File: src/hdl/msmp_pkg.sv
// ----------------------------------------------------------------------------
// msmp_pkg
// Shared types and constants for the minimum-difficulty job schedule block:
// field widths, result status codes and the controller/datapath interface.
// ----------------------------------------------------------------------------
`default_nettype none

package msmp_pkg;

  // Field widths fixed by the stream format
  localparam int JOB_W       = 10;
  localparam int TOTAL_W     = 14;
  localparam int STATUS_W    = 2;
  localparam int CFG_W       = 5;
  localparam int IN_TDATA_W  = 16;
  localparam int OUT_TDATA_W = 16;

  typedef logic [TOTAL_W-1:0]  total_t;
  typedef logic [STATUS_W-1:0] status_t;

  // Result status codes
  localparam status_t STATUS_OK  = 2'd0;
  localparam status_t STATUS_FEW = 2'd1;
  localparam status_t STATUS_OVF = 2'd2;

  // Commands from the controller to the datapath
  typedef struct packed {
    logic load;      // job transfer on the input stream
    logic set_err;   // latch an error result
    logic sfx_init;  // start the one-day suffix-max pass
    logic sfx_rd;    // read job[i] for the suffix pass
    logic sfx_wr;    // fold into running max, write cost row
    logic row_init;  // start the next day count
    logic in_rd;     // read job[j] and cost[prev][j+1]
    logic in_acc;    // fold one candidate split
    logic in_wr;     // write best cost for start i
    logic fin_rd;    // read final cost[prev][0]
    logic fin_ld;    // latch the final total
    logic emit;      // move the result into the output register
  } cmd_t;

  // Status from the datapath to the controller
  typedef struct packed {
    logic bad;       // overflow or too few jobs
    logic i_zero;    // suffix index reached 0
    logic days_one;  // a single day requested
    logic j_end;     // last split point for this start
    logic i_end;     // last start index for this row
    logic k_end;     // last day count done
    logic out_free;  // output register can take a result
  } sts_t;

endpackage

`default_nettype wire

File: src/hdl/msmp_ctrl.sv
// ----------------------------------------------------------------------------
// msmp_ctrl
// Sequencer for the job schedule block: loads jobs, then walks the suffix pass,
// the per-day DP rows and the final read, then emits; an error run goes straight to emit.
// ----------------------------------------------------------------------------
`default_nettype none

module msmp_ctrl (
  input  wire logic           clk_i,
  input  wire logic           rst_ni,
  input  wire logic           s_axis_tvalid,
  input  wire logic           s_axis_tlast,
  output logic                s_axis_tready,
  input  wire msmp_pkg::sts_t sts_i,
  output msmp_pkg::cmd_t      cmd_o
);

  typedef enum logic [10:0] {
    S_LOAD     = 11'b000_0000_0001,
    S_DECIDE   = 11'b000_0000_0010,
    S_SFX_RD   = 11'b000_0000_0100,
    S_SFX_WR   = 11'b000_0000_1000,
    S_ROW_INIT = 11'b000_0001_0000,
    S_IN_RD    = 11'b000_0010_0000,
    S_IN_ACC   = 11'b000_0100_0000,
    S_IN_WR    = 11'b000_1000_0000,
    S_FIN_RD   = 11'b001_0000_0000,
    S_FIN_LD   = 11'b010_0000_0000,
    S_EMIT     = 11'b100_0000_0000
  } state_e;

  state_e state_q, state_d;

  // Next state and commands
  always_comb begin
    state_d       = state_q;
    cmd_o         = '0;
    s_axis_tready = 1'b0;
    unique case (state_q)
      S_LOAD: begin
        s_axis_tready = 1'b1;
        cmd_o.load    = s_axis_tvalid;
        if (s_axis_tvalid && s_axis_tlast) begin
          state_d = S_DECIDE;
        end
      end
      S_DECIDE: begin
        if (sts_i.bad) begin
          cmd_o.set_err = 1'b1;
          state_d       = S_EMIT;
        end else begin
          cmd_o.sfx_init = 1'b1;
          state_d        = S_SFX_RD;
        end
      end
      S_SFX_RD: begin
        cmd_o.sfx_rd = 1'b1;
        state_d      = S_SFX_WR;
      end
      S_SFX_WR: begin
        cmd_o.sfx_wr = 1'b1;
        priority if (!sts_i.i_zero) begin
          state_d = S_SFX_RD;
        end else if (sts_i.days_one) begin
          state_d = S_FIN_RD;
        end else begin
          state_d = S_ROW_INIT;
        end
      end
      S_ROW_INIT: begin
        cmd_o.row_init = 1'b1;
        state_d        = S_IN_RD;
      end
      S_IN_RD: begin
        cmd_o.in_rd = 1'b1;
        state_d     = S_IN_ACC;
      end
      S_IN_ACC: begin
        cmd_o.in_acc = 1'b1;
        state_d      = sts_i.j_end ? S_IN_WR : S_IN_RD;
      end
      S_IN_WR: begin
        cmd_o.in_wr = 1'b1;
        priority if (!sts_i.i_end) begin
          state_d = S_IN_RD;
        end else if (sts_i.k_end) begin
          state_d = S_FIN_RD;
        end else begin
          state_d = S_ROW_INIT;
        end
      end
      S_FIN_RD: begin
        cmd_o.fin_rd = 1'b1;
        state_d      = S_FIN_LD;
      end
      S_FIN_LD: begin
        cmd_o.fin_ld = 1'b1;
        state_d      = S_EMIT;
      end
      S_EMIT: begin
        if (sts_i.out_free) begin
          cmd_o.emit = 1'b1;
          state_d    = S_LOAD;
        end
      end
      default: begin
        state_d = S_LOAD;
      end
    endcase
  end

  // State register
  always_ff @(posedge clk_i or negedge rst_ni) begin
    if (!rst_ni) begin
      state_q <= S_LOAD;
    end else begin
      state_q <= state_d;
    end
  end

endmodule

`default_nettype wire

File: config.mk
export PLATFORM = sky130hd
export DESIGN_NAME = msmp_ctrl
export DESIGN_NICKNAME = d
export VERILOG_FILES = /design/src/hdl/msmp_pkg.sv /design/src/hdl/msmp_ctrl.sv
export SDC_FILE = /design/constraint.sdc
export NUM_CORES = 1
export LEC_CHECK = 0
export BUFFER_PORTS_ARGS = -buffer_cell sky130_fd_sc_hd__buf_2
export CELL_PAD_IN_SITES_DETAIL_PLACEMENT = 1
export CELL_PAD_IN_SITES_GLOBAL_PLACEMENT = 1
export CORE_ASPECT_RATIO = 0.75
export CORE_MARGIN = 2
export CORE_UTILIZATION = 24
export DETAILED_ROUTE_END_ITERATION = 8
export PLACE_DENSITY = 0.6
export SYNTH_ARGS = -nofsm -noshare
export SYNTH_HDL_FRONTEND = slang
export SYNTH_SLANG_ARGS = --single-unit
File: constraint.sdc
create_clock -name clk_i -period 2.5 [get_ports clk_i]
set_input_delay 0.75 -clock clk_i [delete_from_list [all_inputs] [get_ports clk_i]]
set_output_delay 0.75 -clock clk_i [all_outputs]
set_load 0.02 [all_outputs]
==> impl_metrics.env <==
export IMPL_outcome="finished, violations left"
export IMPL_failed_checks="negative setup slack"
export IMPL_die_x_um=68.7
export IMPL_start_util=0.253
export IMPL_dr_pass1_iters=4
export IMPL_worstSetupPathDepth=4
export IMPL_io_buffers=23
export IMPL_cts_sinks=11
export IMPL_multiInputGateArea_sq_um=546
export IMPL_worstSetupEndpointType="primary output"
export IMPL_grt_max_degree=12
export IMPL_drive_gt1_frac=0.574
export IMPL_p_clk_frac=0.189
export IMPL_path_clk_slew_ns=0.05
export IMPL_p_int_uw=637
export IMPL_synth_area_sq_um=754
export IMPL_cap_violations=0
export IMPL_worst_r2r_path_depth=7
export IMPL_slew_headroom=0.658
export IMPL_fin_crit_ns=2.62
export IMPL_leakagePower_nw=0.633
export IMPL_setup_viol=10
export IMPL_grt_usage=0.169
export IMPL_drt_wl_total_um=2690
export IMPL_p_total_uw=989
export IMPL_ant_nets=0
export IMPL_antenna_found_initial=0
export IMPL_synth_area_per_cell_sq_um=9.09
export IMPL_critPathArrivalTime_ns=1.87
export IMPL_yosysSeqAreaShare=0.367
export IMPL_grt_pass1_vias=911
export IMPL_cp_cell_sequence="or4_4 -> nor3_4 -> and4b_1 -> buf_6"
export IMPL_grt_overflow=0
export IMPL_route_detailed_drc=0
export IMPL_wl_met1_um=1180
export IMPL_crit_path_start_kind="register"
export IMPL_crit_family="simple AND/OR/NAND/NOR gates"
export IMPL_p_per_area_nw_per_um2=736
export IMPL_diodes=0
export IMPL_postSynthCellCount=83
export IMPL_holdCritPathClass="primary input to asynchronous set/reset pin"
export IMPL_ff_latch_area_sq_um=277
export IMPL_grt_pass1_wl_um=4290
export IMPL_place_congestion=0.797
export IMPL_reg2reg_slack_ns=0.50
export IMPL_largest_register_ffs=11
export IMPL_routed_top_layer="met4"
export IMPL_worst_path_buf_inv=1
export IMPL_hold_viol=0
export IMPL_switching_share=0.356
export IMPL_ys_warn_count=0
export IMPL_largestRegisters="state_q: 11 flops"
export IMPL_path_max_fanout=6
export IMPL_power_switching_uw=352
export IMPL_fillCellCount=361
export IMPL_vias_per_cell=4.85
export IMPL_rsz0062_at_grt="true"
export IMPL_clk_latency_ns=0.25
export IMPL_synth_top_area_share=0.332
export IMPL_cts_htree_levels=1
export IMPL_largest_register="state_q"
export IMPL_syn_to_final_growth_pct=78.1
export IMPL_ys_ff_latch=11
export IMPL_power_frac_comb=0.592
export IMPL_fin_ws_ns=-0.123
export IMPL_cpPeakStageDelay_ns=0.64
export IMPL_critPathKind="register to primary output"
export IMPL_worst_pin_slew_ns=0.511
export IMPL_tns_ns=-0.644
export IMPL_fp_coreArea_sq_um=2980
export IMPL_critPathSlowestCell="or4_4"
export IMPL_fin_nets=148
export IMPL_root_buffer="clkbuf_8"
export IMPL_wl_met3_um=123
export IMPL_cts_buffer_depth=2
export IMPL_ir_drop_mv=0.349
export IMPL_fin_hold_ws_ns=0.376
export IMPL_instances_no_fill=174
export IMPL_ys_types=36
export IMPL_cts_buffers=3
export IMPL_pin_count=24
export IMPL_finalCoreUtilization=0.451
export IMPL_maxSlewViolCount=0
export IMPL_drt_iter0_markers=4
export IMPL_dp_cells=156
export IMPL_fmax_mhz=381
export IMPL_syn_nets=94
export IMPL_dieHeight_um=52.6
export IMPL_dp_hpwl_um=1770
export IMPL_vias=844
export IMPL_route_met2_wl_um=1350
export IMPL_crit_required_ns=1.75
export IMPL_fin_skew_ns=0.00384
export IMPL_wire_per_inst_um=15.5
export IMPL_yosysTopAreaCell="dfrtp_1"
export IMPL_rows=17
export IMPL_fp_dieArea_sq_um=3610
export IMPL_seqPwrFrac=0.219
export IMPL_post_route_period_util=1.05
export IMPL_cts_tree="built"
export IMPL_synthTopCellsByArea="dfrtp_1, nor4b_1, and4b_1, dfstp_2, nand2_1"
what timing repair did:
| item | in CTS | in global routing |
|---|---|---|
| hold buffers | 0 | 0 |
| cloned | 0 | 0 |
| pin swaps | 6 | 10 |
| endpoints found under the setup margin | 13 | 13 |
| resized for setup | 27 | 17 |
| hold endpoints to repair | 0 | 0 |
| setup buffers | 9 | 5 |
per-layer routing:
layer / track usage / up-vias
li1: - / 414
met1: 0.192 / 405
met2: 0.293 / 20
met3: 0.0538 / 5
met4: 0.0654 / 0
met5: 0 / -
through the flow:
stage / worst slack [ns] / area (sq um)
4_1_cts: -0.120 / 1240
2_1_floorplan: -0.0922 / 761
3_3_place_gp: 0.0316 / 1020
6_report: -0.123 / 1340
3_5_place_dp: -0.00322 / 1020
5_1_grt: -0.182 / 1340
final timing paths:
check	start	endpoint
max in group asynchronous	rst_ni	state_q[0]
worst max register to register	state_q[4]	state_q[1]
worst max-delay path	state_q[4]	cmd_o[0]
worst min-delay path	rst_ni	state_q[6]
min in group clk_i	state_q[4]	state_q[6]
worst min register to register	state_q[4]	state_q[6]
area by class of cell:
type / instances / area share
tap: 38 / 0.0354
clock buffer: 4 / 0.0335
multi-input combinational: 66 / 0.406
sequential: 11 / 0.206
inverter: 2 / 0.00559
timing repair buffer: 53 / 0.314
power by group through the flow:
stage / clock [mW] / combinational, mW / sequential, mW
3_3_place_gp: 0 / 0.328 / 0.216
6_report: 0.187 / 0.585 / 0.217
3_5_place_dp: 0 / 0.332 / 0.217
2_1_floorplan: 0 / 0.227 / 0.223
4_1_cts: 0.192 / 0.491 / 0.216
5_1_grt: 0.202 / 0.622 / 0.220
cell usage in the layout (no fill, tap or decap), types with 3 or more instances in the layout:
cell / synthesis / final
buf_4: 0 / 30
buf_6: 1 / 13
buf_2: 2 / 10
dfrtp_1: 10 / 10
nand2_1: 7 / 6
nor2_1: 6 / 4
nor3_1: 5 / 4
nand3_1: 3 / 3
and2_1: 3 / 3
or2_2: 3 / 3
nand2b_1: 3 / 3
and4b_1: 3 / 3
a21oi_1: 3 / 3
o21ai_0: 3 / 3
o22ai_1: 3 / 3
clkbuf_8: 0 / 3
kinds of logic (layout without fill, tap and decap cells):
kind of cell              after synthesis  after routing  share of synthesized area
and+or+nand+nor                        49             49                      0.438
AOI/OAI and AO/OA                      16             16                      0.141
DFF                                    11             11                      0.367
buffers and inverters                   6             59                     0.0431
xor gates and xnor gates                1              1                     0.0116
synthesized netlist by cell type:
library cell	number
a211oi_1	1
a21o_1	1
a21oi_1	3
a311o_1	1
and2_1	3
and3_1	1
and4b_1	3
buf_2	2
buf_6	1
clkbuf_1	1
dfrtp_1	10
dfstp_2	1
inv_1	2
nand2_1	7
nand2b_1	3
nand3_1	3
nor2_1	6
nor2b_1	1
nor3_1	5
nor3_2	1
nor3_4	1
nor3b_1	1
nor3b_2	1
nor4_2	1
nor4_4	1
nor4b_1	4
o21a_1	1
o21ai_0	3
o21ba_2	1
o22ai_1	3
o31ai_1	2
or2_1	1
or2_2	3
or3_1	1
or4_1	2
xor2_1	1
Power figures use the tool's default switching activity.
